### config.mk
export PLATFORM = sky130hd
export DESIGN_NAME = huffman_bit_packer_flat
export DESIGN_NICKNAME = d
export VERILOG_FILES = /design/src/rtl/core/hbp_pkg.sv /design/src/rtl/core/hbp_stream_if.sv /design/src/rtl/core/hbp_ram.sv /design/src/rtl/core/hbp_front.sv /design/src/rtl/core/hbp_queue.sv /design/src/rtl/core/hbp_back.sv /design/src/rtl/core/huffman_bit_packer.sv /design/src/flat_wrapper.sv
export SDC_FILE = /design/constraint.sdc
export NUM_CORES = 1
export LEC_CHECK = 0
export CAP_MARGIN = 40
export CORE_AREA = 4 4 41 43
export DETAILED_ROUTE_END_ITERATION = 16
export DIE_AREA = 0 0 45 47
export DONT_BUFFER_PORTS = 1
export MAX_ROUTING_LAYER = met4
export PLACE_DENSITY = 0.35
export SLEW_MARGIN = 10
export SYNTH_ARGS = -nofsm -noshare
export SYNTH_HDL_FRONTEND = slang
export SYNTH_SLANG_ARGS = --single-unit
### constraint.sdc
create_clock -name clk_i -period 3.11 [get_ports clk_i]
set_input_delay 0.1555 -clock clk_i [delete_from_list [all_inputs] [get_ports clk_i]]
set_output_delay 0.1555 -clock clk_i [all_outputs]
set_load 0.005 [all_outputs]
### src/rtl/core/hbp_pkg.sv
// ----------------------------------------------------------------------------
// hbp_pkg
// Types, widths and codes of the Huffman bit packer.
// ----------------------------------------------------------------------------
`default_nettype none

package hbp_pkg;

  localparam int unsigned ReqTypeW      = 2;
  localparam int unsigned SymbolW       = 8;
  localparam int unsigned CodeLenW      = 5;
  localparam int unsigned CodeWordW     = 20;
  localparam int unsigned OutByteW      = 8;
  localparam int unsigned ValidBitsW    = 4;
  localparam int unsigned TotalW        = 32;
  localparam int unsigned ByteW         = 8;
  localparam int unsigned ByteShift     = 3;
  localparam int unsigned PendW         = 7;
  localparam int unsigned PendCntW      = 3;

  localparam int unsigned SymbolCountDef = 256;
  localparam int unsigned MaxCodeLenDef  = 20;
  localparam int unsigned QueueDepthDef  = 2;

  typedef enum logic [ReqTypeW-1:0] {
    REQ_LOAD   = 2'd0,
    REQ_ENCODE = 2'd1,
    REQ_FLUSH  = 2'd2
  } req_type_e;

  typedef enum logic {
    OP_ENCODE = 1'b0,
    OP_FLUSH  = 1'b1
  } op_e;

  typedef struct packed {
    logic [ReqTypeW-1:0]  req_type;
    logic [SymbolW-1:0]   symbol;
    logic [CodeLenW-1:0]  code_len;
    logic [CodeWordW-1:0] code_word;
  } req_t;

  typedef struct packed {
    logic [OutByteW-1:0]   out_byte;
    logic [ValidBitsW-1:0] valid_bits;
    logic                  last;
    logic [TotalW-1:0]     total_bits;
  } res_t;

  typedef struct packed {
    op_e                  op;
    logic [CodeLenW-1:0]  len;
    logic [CodeWordW-1:0] bits;
  } job_t;

  function automatic int unsigned len_cap(input int unsigned max_len);
    return (max_len < CodeWordW) ? max_len : CodeWordW;
  endfunction

endpackage

`default_nettype wire

### src/rtl/core/hbp_stream_if.sv
// ----------------------------------------------------------------------------
// hbp_stream_if
// Valid/ready channel carrying one request or one result per transfer.
// ----------------------------------------------------------------------------
`default_nettype none

interface hbp_stream_if #(
  parameter type T = logic
) ();

  logic valid;
  logic ready;
  T     payload;

  modport source (output valid, output payload, input ready);
  modport sink   (input valid, input payload, output ready);

endinterface

`default_nettype wire

### src/rtl/core/hbp_ram.sv
// ----------------------------------------------------------------------------
// hbp_ram
// Generic single-write, single-read RAM with registered read data.
// ----------------------------------------------------------------------------
`default_nettype none

module hbp_ram #(
  parameter int unsigned WIDTH = 1,
  parameter int unsigned DEPTH = 2
) (
  input  wire logic                     clk_i,
  input  wire logic                     we_i,
  input  wire logic [$clog2(DEPTH)-1:0] waddr_i,
  input  wire logic [WIDTH-1:0]         wdata_i,
  input  wire logic                     re_i,
  input  wire logic [$clog2(DEPTH)-1:0] raddr_i,
  output logic      [WIDTH-1:0]         rdata_o
);

  logic [WIDTH-1:0] mem_q [DEPTH];
  logic [WIDTH-1:0] rdata_q;

  always_ff @(posedge clk_i) begin
    if (we_i) begin
      mem_q[waddr_i] <= wdata_i;
    end
    if (re_i) begin
      rdata_q <= mem_q[raddr_i];
    end
  end

  assign rdata_o = rdata_q;

endmodule

`default_nettype wire

### src/rtl/core/hbp_front.sv
// ----------------------------------------------------------------------------
// hbp_front
// Request decode, code table writes and lookups, job issue to the queue.
// ----------------------------------------------------------------------------
`default_nettype none

module hbp_front #(
  parameter int unsigned SYMBOL_COUNT = hbp_pkg::SymbolCountDef,
  parameter int unsigned MAX_CODE_LEN = hbp_pkg::MaxCodeLenDef
) (
  input  wire logic          clk_i,
  input  wire logic          rst_ni,
  hbp_stream_if.sink         req_i,
  output logic               job_vld_o,
  output hbp_pkg::job_t      job_o,
  input  wire logic          job_full_i
);

  import hbp_pkg::*;

  localparam int unsigned LenCap = len_cap(MAX_CODE_LEN);
  localparam int unsigned LenW   = $clog2(LenCap + 1);
  localparam int unsigned EntW   = LenW + LenCap;
  localparam int unsigned IdxW   = $clog2(SYMBOL_COUNT);

  req_t              req;
  logic              accept;
  logic              in_range;
  logic [IdxW-1:0]   sym_idx;
  logic              is_load;
  logic              is_enc;
  logic              is_flush;
  logic [LenW-1:0]   len_sat;
  logic [LenCap-1:0] code_msk;
  logic [LenCap-1:0] code_sat;
  logic              tbl_we;
  logic [EntW-1:0]   tbl_rdata;
  logic              push;

  logic [SYMBOL_COUNT-1:0] tbl_vld_q;
  logic                    s1_vld_q, s1_vld_d;
  op_e                     s1_op_q, s1_op_d;
  logic                    s1_hit_q, s1_hit_d;

  assign req      = req_i.payload;
  assign push     = s1_vld_q && !job_full_i;
  assign req_i.ready = !s1_vld_q || !job_full_i;
  assign accept   = req_i.valid && req_i.ready;
  assign in_range = {1'b0, req.symbol} < (SymbolW + 1)'(SYMBOL_COUNT);
  assign sym_idx  = req.symbol[IdxW-1:0];

  always_comb begin
    is_load  = 1'b0;
    is_enc   = 1'b0;
    is_flush = 1'b0;
    unique case (req.req_type)
      REQ_LOAD:   is_load  = accept;
      REQ_ENCODE: is_enc   = accept;
      REQ_FLUSH:  is_flush = accept;
      default:    ;
    endcase
  end

  always_comb begin
    if (req.code_len > CodeLenW'(LenCap)) begin
      len_sat = LenW'(LenCap);
    end else begin
      len_sat = LenW'(req.code_len);
    end
    for (int i = 0; i < LenCap; i++) begin
      code_msk[i] = (i < int'(len_sat));
    end
    code_sat = req.code_word[LenCap-1:0] & code_msk;
  end

  assign tbl_we = is_load && in_range;

  hbp_ram #(
    .WIDTH (EntW),
    .DEPTH (SYMBOL_COUNT)
  ) u_tbl (
    .clk_i   (clk_i),
    .we_i    (tbl_we),
    .waddr_i (sym_idx),
    .wdata_i ({len_sat, code_sat}),
    .re_i    (is_enc),
    .raddr_i (sym_idx),
    .rdata_o (tbl_rdata)
  );

  always_comb begin
    s1_vld_d = s1_vld_q;
    s1_op_d  = s1_op_q;
    s1_hit_d = s1_hit_q;
    if (is_enc || is_flush) begin
      s1_vld_d = 1'b1;
      s1_op_d  = is_flush ? OP_FLUSH : OP_ENCODE;
      s1_hit_d = is_enc && in_range && tbl_vld_q[sym_idx];
    end else if (push) begin
      s1_vld_d = 1'b0;
    end
  end

  always_ff @(posedge clk_i or negedge rst_ni) begin
    if (!rst_ni) begin
      tbl_vld_q <= '0;
      s1_vld_q  <= 1'b0;
      s1_op_q   <= OP_ENCODE;
      s1_hit_q  <= 1'b0;
    end else begin
      if (tbl_we) begin
        tbl_vld_q[sym_idx] <= 1'b1;
      end
      s1_vld_q <= s1_vld_d;
      s1_op_q  <= s1_op_d;
      s1_hit_q <= s1_hit_d;
    end
  end

  assign job_vld_o = push;

  always_comb begin
    job_o.op   = s1_op_q;
    job_o.len  = s1_hit_q ? CodeLenW'(tbl_rdata[EntW-1 -: LenW]) : '0;
    job_o.bits = s1_hit_q ? CodeWordW'(tbl_rdata[LenCap-1:0]) : '0;
  end

endmodule

`default_nettype wire

### src/rtl/core/hbp_queue.sv
// ----------------------------------------------------------------------------
// hbp_queue
// Short job queue between the front end and the packer.
// ----------------------------------------------------------------------------
`default_nettype none

module hbp_queue #(
  parameter int unsigned DEPTH = hbp_pkg::QueueDepthDef
) (
  input  wire logic          clk_i,
  input  wire logic          rst_ni,
  input  wire logic          push_i,
  input  wire hbp_pkg::job_t data_i,
  output logic               full_o,
  input  wire logic          pop_i,
  output logic               vld_o,
  output hbp_pkg::job_t      data_o
);

  import hbp_pkg::*;

  localparam int unsigned PtrW = (DEPTH > 1) ? $clog2(DEPTH) : 1;
  localparam int unsigned CntW = $clog2(DEPTH + 1);

  job_t            slot_q [DEPTH];
  logic [PtrW-1:0] wr_ptr_q, wr_ptr_d;
  logic [PtrW-1:0] rd_ptr_q, rd_ptr_d;
  logic [CntW-1:0] cnt_q, cnt_d;
  logic            do_push;
  logic            do_pop;

  assign full_o  = (cnt_q == CntW'(DEPTH));
  assign vld_o   = (cnt_q != '0);
  assign data_o  = slot_q[rd_ptr_q];
  assign do_push = push_i && !full_o;
  assign do_pop  = pop_i && vld_o;

  always_comb begin
    wr_ptr_d = wr_ptr_q;
    rd_ptr_d = rd_ptr_q;
    cnt_d    = cnt_q;
    if (do_push) begin
      wr_ptr_d = (wr_ptr_q == PtrW'(DEPTH - 1)) ? '0 : wr_ptr_q + PtrW'(1);
    end
    if (do_pop) begin
      rd_ptr_d = (rd_ptr_q == PtrW'(DEPTH - 1)) ? '0 : rd_ptr_q + PtrW'(1);
    end
    if (do_push && !do_pop) begin
      cnt_d = cnt_q + CntW'(1);
    end else if (do_pop && !do_push) begin
      cnt_d = cnt_q - CntW'(1);
    end
  end

  always_ff @(posedge clk_i) begin
    if (do_push) begin
      slot_q[wr_ptr_q] <= data_i;
    end
  end

  always_ff @(posedge clk_i or negedge rst_ni) begin
    if (!rst_ni) begin
      wr_ptr_q <= '0;
      rd_ptr_q <= '0;
      cnt_q    <= '0;
    end else begin
      wr_ptr_q <= wr_ptr_d;
      rd_ptr_q <= rd_ptr_d;
      cnt_q    <= cnt_d;
    end
  end

endmodule

`default_nettype wire

### src/rtl/core/hbp_back.sv
// ----------------------------------------------------------------------------
// hbp_back
// Bit packer: appends codes to the pending byte and emits one byte a cycle while res_o is ready.
// ----------------------------------------------------------------------------
`default_nettype none

module hbp_back #(
  parameter int unsigned MAX_CODE_LEN = hbp_pkg::MaxCodeLenDef
) (
  input  wire logic          clk_i,
  input  wire logic          rst_ni,
  input  wire logic          job_vld_i,
  input  wire hbp_pkg::job_t job_i,
  output logic               job_pop_o,
  hbp_stream_if.source       res_o
);

  import hbp_pkg::*;

  localparam int unsigned LenCap   = len_cap(MAX_CODE_LEN);
  localparam int unsigned AccW     = PendW + LenCap;
  localparam int unsigned CntW     = $clog2(AccW + 1);
  localparam int unsigned MaxBytes = AccW / ByteW;
  localparam int unsigned RemW     = $clog2(MaxBytes + 1);

  logic [PendW-1:0]      pend_bits_q;
  logic [PendCntW-1:0]   pend_cnt_q;
  logic [TotalW-1:0]     total_q;
  logic [AccW-1:0]       acc_q;
  logic [RemW-1:0]       rem_q;
  logic [ValidBitsW-1:0] res_vbits_q;
  logic [TotalW-1:0]     res_total_q;
  logic                  out_vld_q;
  res_t                  out_q;

  logic                  emit;
  logic                  pop;
  logic [AccW-1:0]       enc_acc;
  logic [CntW-1:0]       enc_cnt;
  logic [RemW-1:0]       enc_nb;
  logic [AccW-1:0]       enc_rest;
  logic [TotalW:0]       enc_sum;
  logic [TotalW-1:0]     enc_total;
  logic [PendW-1:0]      pend_msk;

  assign emit      = (rem_q != '0) && (!out_vld_q || res_o.ready);
  assign pop       = job_vld_i && ((rem_q == '0) || ((rem_q == RemW'(1)) && emit));
  assign job_pop_o = pop;

  always_comb begin
    enc_acc   = AccW'(pend_bits_q) | (AccW'(job_i.bits[LenCap-1:0]) << pend_cnt_q);
    enc_cnt   = CntW'(pend_cnt_q) + CntW'(job_i.len);
    enc_nb    = RemW'(enc_cnt >> ByteShift);
    enc_rest  = enc_acc >> {enc_nb, ByteShift'(0)};
    enc_sum   = {1'b0, total_q} + (TotalW + 1)'(job_i.len);
    enc_total = enc_sum[TotalW] ? '1 : enc_sum[TotalW-1:0];
    for (int i = 0; i < PendW; i++) begin
      pend_msk[i] = (i < int'(pend_cnt_q));
    end
  end

  always_ff @(posedge clk_i or negedge rst_ni) begin
    if (!rst_ni) begin
      pend_bits_q <= '0;
      pend_cnt_q  <= '0;
      total_q     <= '0;
      acc_q       <= '0;
      rem_q       <= '0;
      res_vbits_q <= '0;
      res_total_q <= '0;
      out_vld_q   <= 1'b0;
      out_q       <= '0;
    end else begin
      if (pop) begin
        unique case (job_i.op)
          OP_ENCODE: begin
            acc_q       <= enc_acc;
            rem_q       <= enc_nb;
            res_vbits_q <= ValidBitsW'(ByteW);
            res_total_q <= enc_total;
            total_q     <= enc_total;
            pend_bits_q <= enc_rest[PendW-1:0];
            pend_cnt_q  <= enc_cnt[PendCntW-1:0];
          end
          OP_FLUSH: begin
            acc_q       <= AccW'(pend_bits_q & pend_msk);
            rem_q       <= RemW'(1);
            res_vbits_q <= ValidBitsW'(pend_cnt_q);
            res_total_q <= total_q;
            total_q     <= '0;
            pend_bits_q <= '0;
            pend_cnt_q  <= '0;
          end
        endcase
      end else if (emit) begin
        acc_q <= acc_q >> ByteW;
        rem_q <= rem_q - RemW'(1);
      end

      if (emit) begin
        out_vld_q        <= 1'b1;
        out_q.out_byte   <= acc_q[OutByteW-1:0];
        out_q.valid_bits <= res_vbits_q;
        out_q.last       <= (rem_q == RemW'(1));
        out_q.total_bits <= res_total_q;
      end else if (res_o.ready) begin
        out_vld_q <= 1'b0;
      end
    end
  end

  assign res_o.valid   = out_vld_q;
  assign res_o.payload = out_q;

endmodule

`default_nettype wire

### src/rtl/core/huffman_bit_packer.sv
// ----------------------------------------------------------------------------
// huffman_bit_packer
// Path: the first result of an encode or flush passes the front-end stage
// register, the job queue, the packer accumulator and the output register;
// further bytes of one request follow one per cycle while res_o is ready.
// Throughput: one request a cycle while the job queue has room; loads never
// reach the packer. Reset clears it and marks every table entry unloaded.
// ----------------------------------------------------------------------------
`default_nettype none

module huffman_bit_packer #(
  parameter int unsigned SYMBOL_COUNT = hbp_pkg::SymbolCountDef,
  parameter int unsigned MAX_CODE_LEN = hbp_pkg::MaxCodeLenDef
) (
  input  wire logic    clk_i,
  input  wire logic    rst_ni,
  hbp_stream_if.sink   req_i,
  hbp_stream_if.source res_o
);

  import hbp_pkg::*;

  job_t q_in;
  job_t q_out;
  logic q_push;
  logic q_full;
  logic q_vld;
  logic q_pop;

  hbp_front #(
    .SYMBOL_COUNT (SYMBOL_COUNT),
    .MAX_CODE_LEN (MAX_CODE_LEN)
  ) u_front (
    .clk_i      (clk_i),
    .rst_ni     (rst_ni),
    .req_i      (req_i),
    .job_vld_o  (q_push),
    .job_o      (q_in),
    .job_full_i (q_full)
  );

  hbp_queue #(
    .DEPTH (QueueDepthDef)
  ) u_queue (
    .clk_i  (clk_i),
    .rst_ni (rst_ni),
    .push_i (q_push),
    .data_i (q_in),
    .full_o (q_full),
    .pop_i  (q_pop),
    .vld_o  (q_vld),
    .data_o (q_out)
  );

  hbp_back #(
    .MAX_CODE_LEN (MAX_CODE_LEN)
  ) u_back (
    .clk_i     (clk_i),
    .rst_ni    (rst_ni),
    .job_vld_i (q_vld),
    .job_i     (q_out),
    .job_pop_o (q_pop),
    .res_o     (res_o)
  );

endmodule

`default_nettype wire

### src/flat_wrapper.sv
// flat-port wrapper written by rule: the top's interface ports become plain ports
module huffman_bit_packer_flat import hbp_pkg::*;
#(
  parameter int unsigned SYMBOL_COUNT = hbp_pkg::SymbolCountDef,
  parameter int unsigned MAX_CODE_LEN = hbp_pkg::MaxCodeLenDef
)
  (clk_i, rst_ni, req_i_valid, req_i_payload, req_i_ready, res_o_valid, res_o_payload, res_o_ready);
  hbp_stream_if req_i_i ();
  hbp_stream_if res_o_i ();
  input  wire logic clk_i;
  input  wire logic rst_ni;
  input wire logic [$bits(req_i_i.valid)-1:0] req_i_valid;
  input wire logic [$bits(req_i_i.payload)-1:0] req_i_payload;
  output wire logic [$bits(req_i_i.ready)-1:0] req_i_ready;
  output wire logic [$bits(res_o_i.valid)-1:0] res_o_valid;
  output wire logic [$bits(res_o_i.payload)-1:0] res_o_payload;
  input wire logic [$bits(res_o_i.ready)-1:0] res_o_ready;
  assign req_i_i.valid = req_i_valid;
  assign req_i_i.payload = req_i_payload;
  assign req_i_ready = req_i_i.ready;
  assign res_o_valid = res_o_i.valid;
  assign res_o_payload = res_o_i.payload;
  assign res_o_i.ready = res_o_ready;
  huffman_bit_packer #(.SYMBOL_COUNT(SYMBOL_COUNT), .MAX_CODE_LEN(MAX_CODE_LEN)) u_core (.clk_i(clk_i), .rst_ni(rst_ni), .req_i(req_i_i), .res_o(res_o_i));
endmodule
== After elaboration in Yosys (flattened, before gate mapping) ==
Cells that the tools add are included.
Storage, ports and cells
  output and inout bits: 3
  register bits: 42
Operators by class
  multiplexer cells: 10
  bitwise logic cells: 1
  $add $sub $neg: 4
  equal/unequal tests: 1
  reduce and logical (&&, ||, !) cells: 12
Operators with widths (count)
  $pmux 32 s2: 1
  $add 32x5->33 const B: 1
  $mux 32: 1
  $reduce_bool 2->1: 4
  $mux 2: 3
  $pmux 3 s2: 1
  $add 3x5->5 const B: 1
  $logic_and 1x1->1: 4
  $pmux 2 s2: 1
  $sub 2x1->2 const B: 2
  $eq 2x1->1 const B: 1
  $logic_not 2->1: 1
  $logic_or 1x1->1: 2
  $mux 1: 2
  $pmux 1 s2: 1
  $logic_not 1->1: 1
  $not 1->1 const A: 1

== Logic depth before layout (Yosys ltp) ==
  depth in word-level cells: 8
  depth in mapped cells: 5
  depth with buffers taken out: 5

== Cells and area by module ==
Synthesis repeated with hierarchy kept, for this count alone.
Second synthesis, totals
  cell total of the unflattened synthesis: 390
  area total of the unflattened synthesis: 4913.5 um^2
Modules (own cells, without submodules)
  hbp_back: cells an instance 260, seq. area each 1001.0 um^2, times used 1, area each 2518.7 um^2
  hbp_queue: cells an instance 100, seq. area each 1661.6 um^2, times used 1, area each 2177.1 um^2
  hbp_front: cells an instance 30, seq. area each 0.0 um^2, times used 1, area each 217.7 um^2

== Worst setup path before layout ==
Ideal clock, no wire load.
  path kind: register to register
  start: register u_core.u_back.rem_q[0]
  end: register u_core.u_back.rem_q[1]
  path buffers: 0
  slack: 1910 ps
  cell stages (with the launch flop): 5
  setup time: 78 ps
  period minus slack after synthesis: 1200 ps
  data required time: 3032 ps
  arrival: 1122 ps
  cells stage by stage: dfrtp_1 > inv_1 > ha_1 > or3_1 > a21oi_1
On the way
  longest elaborated chain between the ends: 6
  elaborated cells on any way between the ends: 11
Ends and longest elaborated chain
  start: declaration: line hbp_back.sv:30  | logic [RemW-1:0] rem_q;
  start signal: assignment: line hbp_back.sv:78  | rem_q <= enc_nb;
  start signal: assignment: line hbp_back.sv:87  | rem_q <= RemW'(1);
  start signal: assignment: line hbp_back.sv:97  | rem_q <= rem_q - RemW'(1);
  branches (longest 6 deep; another with $sub 2x1->2)
Several ways; the timed one is not identified. The select of a mux whose other input is x is not followed.
A chain may end at the register's enable or synchronous reset.

== Worst setup path in the final report ==
  start: register u_core.u_back.rem_q[0]
  end: register u_core.u_queue.cnt_q[1]
On the way
  longest elaborated chain between the ends: 6
  elaborated cells on any way between the ends: 8
Ends and longest elaborated chain
  $reduce_bool 2->1: line hbp_back.sv:46  | assign emit = (rem_q != '0) && (!out_vld_q || res_o.ready);
  $logic_and 1x1->1: line hbp_back.sv:46
  $logic_and 1x1->1: line hbp_back.sv:47  | assign pop = job_vld_i && ((rem_q == '0) || ((rem_q == RemW'(1)) && emit));
  $logic_or 1x1->1 (*): line hbp_back.sv:47
  $logic_and 1x1->1 (*): line hbp_back.sv:47
  $logic_and 1x1->1 (*): line hbp_queue.sv:36  | assign do_pop = pop_i && vld_o;
  end signal: assignment: line hbp_queue.sv:69  | cnt_q <= cnt_d;
  end: declaration: line hbp_queue.sv:28  | logic [CntW-1:0] cnt_q, cnt_d;
Every way passes the cells marked *; elsewhere a longest branch is shown, timed or not.

==> summary by stage <==
Run status
The run finished with clean final reports.

Setup path
The number of cells on the worst reg-to-reg path is 5. The critical path startpoint category is a register. The worst endpoint data arrival time is 1500 ps. STA classifies the critical path endpoint as a register. The biggest cell delay along the critical path is roughly 400 ps. Walking the worst path, the cells encountered are inv_1, ha_1, inv_1, o22ai_2, mux2i_1. At the worst endpoint, the required time is 3260 ps.

The path type of the worst setup path is reg -> reg. The cell type of the slowest stage on the worst timing path is sky130_fd_sc_hd__dfrtp_1. The cell repeated most along the worst path is sky130_fd_sc_hd__inv_1. The largest fanout on the critical path is 6.

Placed design
The weighted congestion reported at the end of routability-driven placement is 0.616. Summed over all nets, the half-perimeter wirelength after detailed placement is approximately 340 µm. The count of buffers added on input and output ports is 0. After detailed placement, the total cell area comes to between 200 and 300 µm². The pre-CTS worst setup slack is roughly 1800 ps. The number of placed cells counting well taps is 42.

Logic synthesis
The area share of the leading cell type in the synthesized netlist is 0.426. The average instance area after synthesis is ~10 µm². Yosys attributes the largest share of cell area to sky130_fd_sc_hd__dfrtp_1 43%, sky130_fd_sc_hd__ha_1 13%, sky130_fd_sc_hd__inv_1 6.4%.

The post-synth net total is 37. The number of distinct library cells after synthesis is 13. The share of the Yosys chip area taken by registers is 0.426. Yosys mapped a number of flops with a built-in enable equal to 0. The most frequently used flop master after synthesis is sky130_fd_sc_hd__dfrtp_1. The synthesis-stage register bit count is 5. The synthesized design spends more area on one cell type than any other, namely sky130_fd_sc_hd__dfrtp_1.

The synthesis warning total is 0. The number of instances in the synthesized netlist is 29. The async set-or-reset flop fraction in the synthesized netlist is 1.00. The commonest cells after synthesis are 5 x sky130_fd_sc_hd__dfrtp_1, 5 x sky130_fd_sc_hd__inv_1, 3 x sky130_fd_sc_hd__ha_1. The synthesized cell area is 294 µm².

STA
Setup violations remaining at the end of the flow were counted as 0. Adding up every negative setup slack in the final design gives 0 ps. The hold violation count in the final report was 0. The share of the clock period used by the worst path is 0.431. The worst path needs 1340 ps of the cycle, external delays included.

The worst clock skew on the final layout is ~0.62 ps. The final-report max-slew violation count is 0. Hold timing on the final database bottoms out at a slack of between 100 and 150 ps.

Setup repair after global routing left no endpoint under its margin. Across all setup checks in the final design, the least slack found is roughly 1800 ps. The maximum achievable frequency is 746 MHz.

Clocking
The clock slew at the register clock pins of the worst setup and hold paths is 40 ps. The later-pin clock latency in the skew report is approximately 240 ps. The TritonCTS buffer count is 3. TritonCTS built the clock tree. CTS built an H-tree with a depth of 1. No sink is reached through more buffers than the 2 on the longest clock path.

CTS saw 5 sinks. CTS placed an instance of sky130_fd_sc_hd__clkbuf_4 at the clock tree root.

Power
VDD sags by at most 0.175 mV. The final total power is 0.140 mW. The analysis attributes to cell leakage a power of 0.154 nW. Dividing total power by cell area gives a power density of approximately 420 nW/µm².

Global routing
The aggregate global-route resource usage is 0.0608. The first global-routing pass estimated between 700 and 800 µm of wire. The number of global-route vias before repair is 210.

The largest net degree at the start of global routing is 7. Global routing finished with a remaining overflow of 0. The initial antenna violation count is 0.

Finish
The final layout contains about 40 nets. The number of antenna cells inserted is 0. The layout overhead on the synthesized area is 13.6%. At the end of the flow the core is filled with cells to 0.257. Once layout is done, the placed cells without fillers occupy 334 µm². The number of non-filler instances in the completed layout is 47. Of the cells placed in the final design, the portion with a size suffix greater than 1 is 0.156.

Routing
The sum of routed wire length over all layers is 417 µm. The number of routed nets with antenna violations is 0. The post-route DRC violation count is 0.

For this block, the initial DRC count from the detailed router was 0. After detailed routing, the average wire length per cell comes to 8.87 µm. The routed via count is between 150 and 200. The number of iterations in the first detailed-routing pass is 1. The via-per-instance ratio is 3.83.

Floorplan
The total area inside the core boundary comes to between 1000 and 1500 µm². For this configuration, the core starts out at a cell density of 0.226. From bottom edge to top edge, the die measures between 40 and 50 µm. The floorplan step defined a die boundary enclosing 2120 µm². The horizontal extent of the die is 45 µm. The total number of placement rows is 13. Pin placement for this block handled 8 I/O pins.

Worst hold path
The min-delay analysis places its worst path in the category in -> reg. The instance count along the most critical hold path is 2.

Flow run
Across the run, the number of max-cap violations was 0.
-- layout by cell type, fill, tap and decap left out, drive strengths merged --
cell         n
dlygate4sd3  1
xnor2        1
o22ai        1
clkbuf       4
inv          5
dfrtp        5
nand2b       2
nor2b        1
mux2i        1
conb         2
a21oi        2
ha           3
or3          2
o21ai        2
-- cells by family (layout without fill, tap and decap cells) --
| group | after synthesis | after routing | share of synthesized area |
|---|---|---|---|
| flip-flops | 5 | 5 | 0.426 |
| XOR/XNOR | 1 | 1 | 0.0298 |
| adder cells (fa/ha/maj) | 3 | 3 | 0.128 |
| AND/OR/NAND/NOR | 5 | 5 | 0.132 |
| AO/OA/AOI/OAI | 5 | 5 | 0.111 |
| multiplexers | 1 | 1 | 0.0340 |
| buffers and inverters | 7 | 10 | 0.115 |
| other | 2 | 2 | 0.0255 |
-- final cells by class --
class	count	area, µm²
clock buffers	4	26.3
multi-input cells	17	135
repair buffers	1	10.0
flip-flops and latches	5	125
inverters	5	18.8
well taps	15	18.8
fillers	156	967
-- worst paths after layout --
path / start / endpoint / slack [ps]
worst max-delay path: u_core.u_back.rem_q[0]$_DFFE_PN0P_ / u_core.u_queue.cnt_q[1]$_DFFE_PN0P_ / 1770
worst min-delay path: res_o_ready / u_core.u_back.res_o.valid$_DFFE_PN0P_ / 120
worst max register to register: u_core.u_back.rem_q[0]$_DFFE_PN0P_ / u_core.u_queue.cnt_q[1]$_DFFE_PN0P_ / 1770
worst min register to register: u_core.u_queue.cnt_q[0]$_DFFE_PN0P_ / u_core.u_queue.cnt_q[0]$_DFFE_PN0P_ / 540
max in group asynchronous: rst_ni / u_core.u_queue.cnt_q[1]$_DFFE_PN0P_ / 2720
min in group asynchronous: rst_ni / u_core.u_back.rem_q[0]$_DFFE_PN0P_ / 210
-- state kept, by name (all words and copies together), names as in the netlist --
| name | count |
|---|---|
| u_core.u_back.rem_q | 2 |
| u_core.u_back.res_o.valid | 1 |
| u_core.u_queue.cnt_q | 2 |
-- repair_timing --
item                      CTS  global route
hold endpoints to repair    5             0
gates resized for setup     0             0
hold buffers                1             0
setup buffers               0             0
-- critical path, delay by kind of cell (launching register included) --
kind | cells | cell delay, ps
AOI/OAI and AO/OA | 1 | 250
adders and majority gates | 1 | 230
buffers and inverters | 2 | 140
DFF | 1 | 400
muxes | 1 | 230
-- where the power goes --
group | switching, mW | internal, mW
logic | 0.00170 | 0.000890
registers | 0.0000000000000000420 | 0.0653
clock network | 0.0242 | 0.0483
-- layer usage --
metal  track usage  vias to the layer above  routed length [µm]
li1              -                       93                   -
met1        0.0509                       83                 177
met2        0.0876                        4                 224
met3        0.0230                        0                  15
met4        0.0877                        0                   0
met5             -                        -                   0
Note: power is estimated with default switching activity, not from simulation.
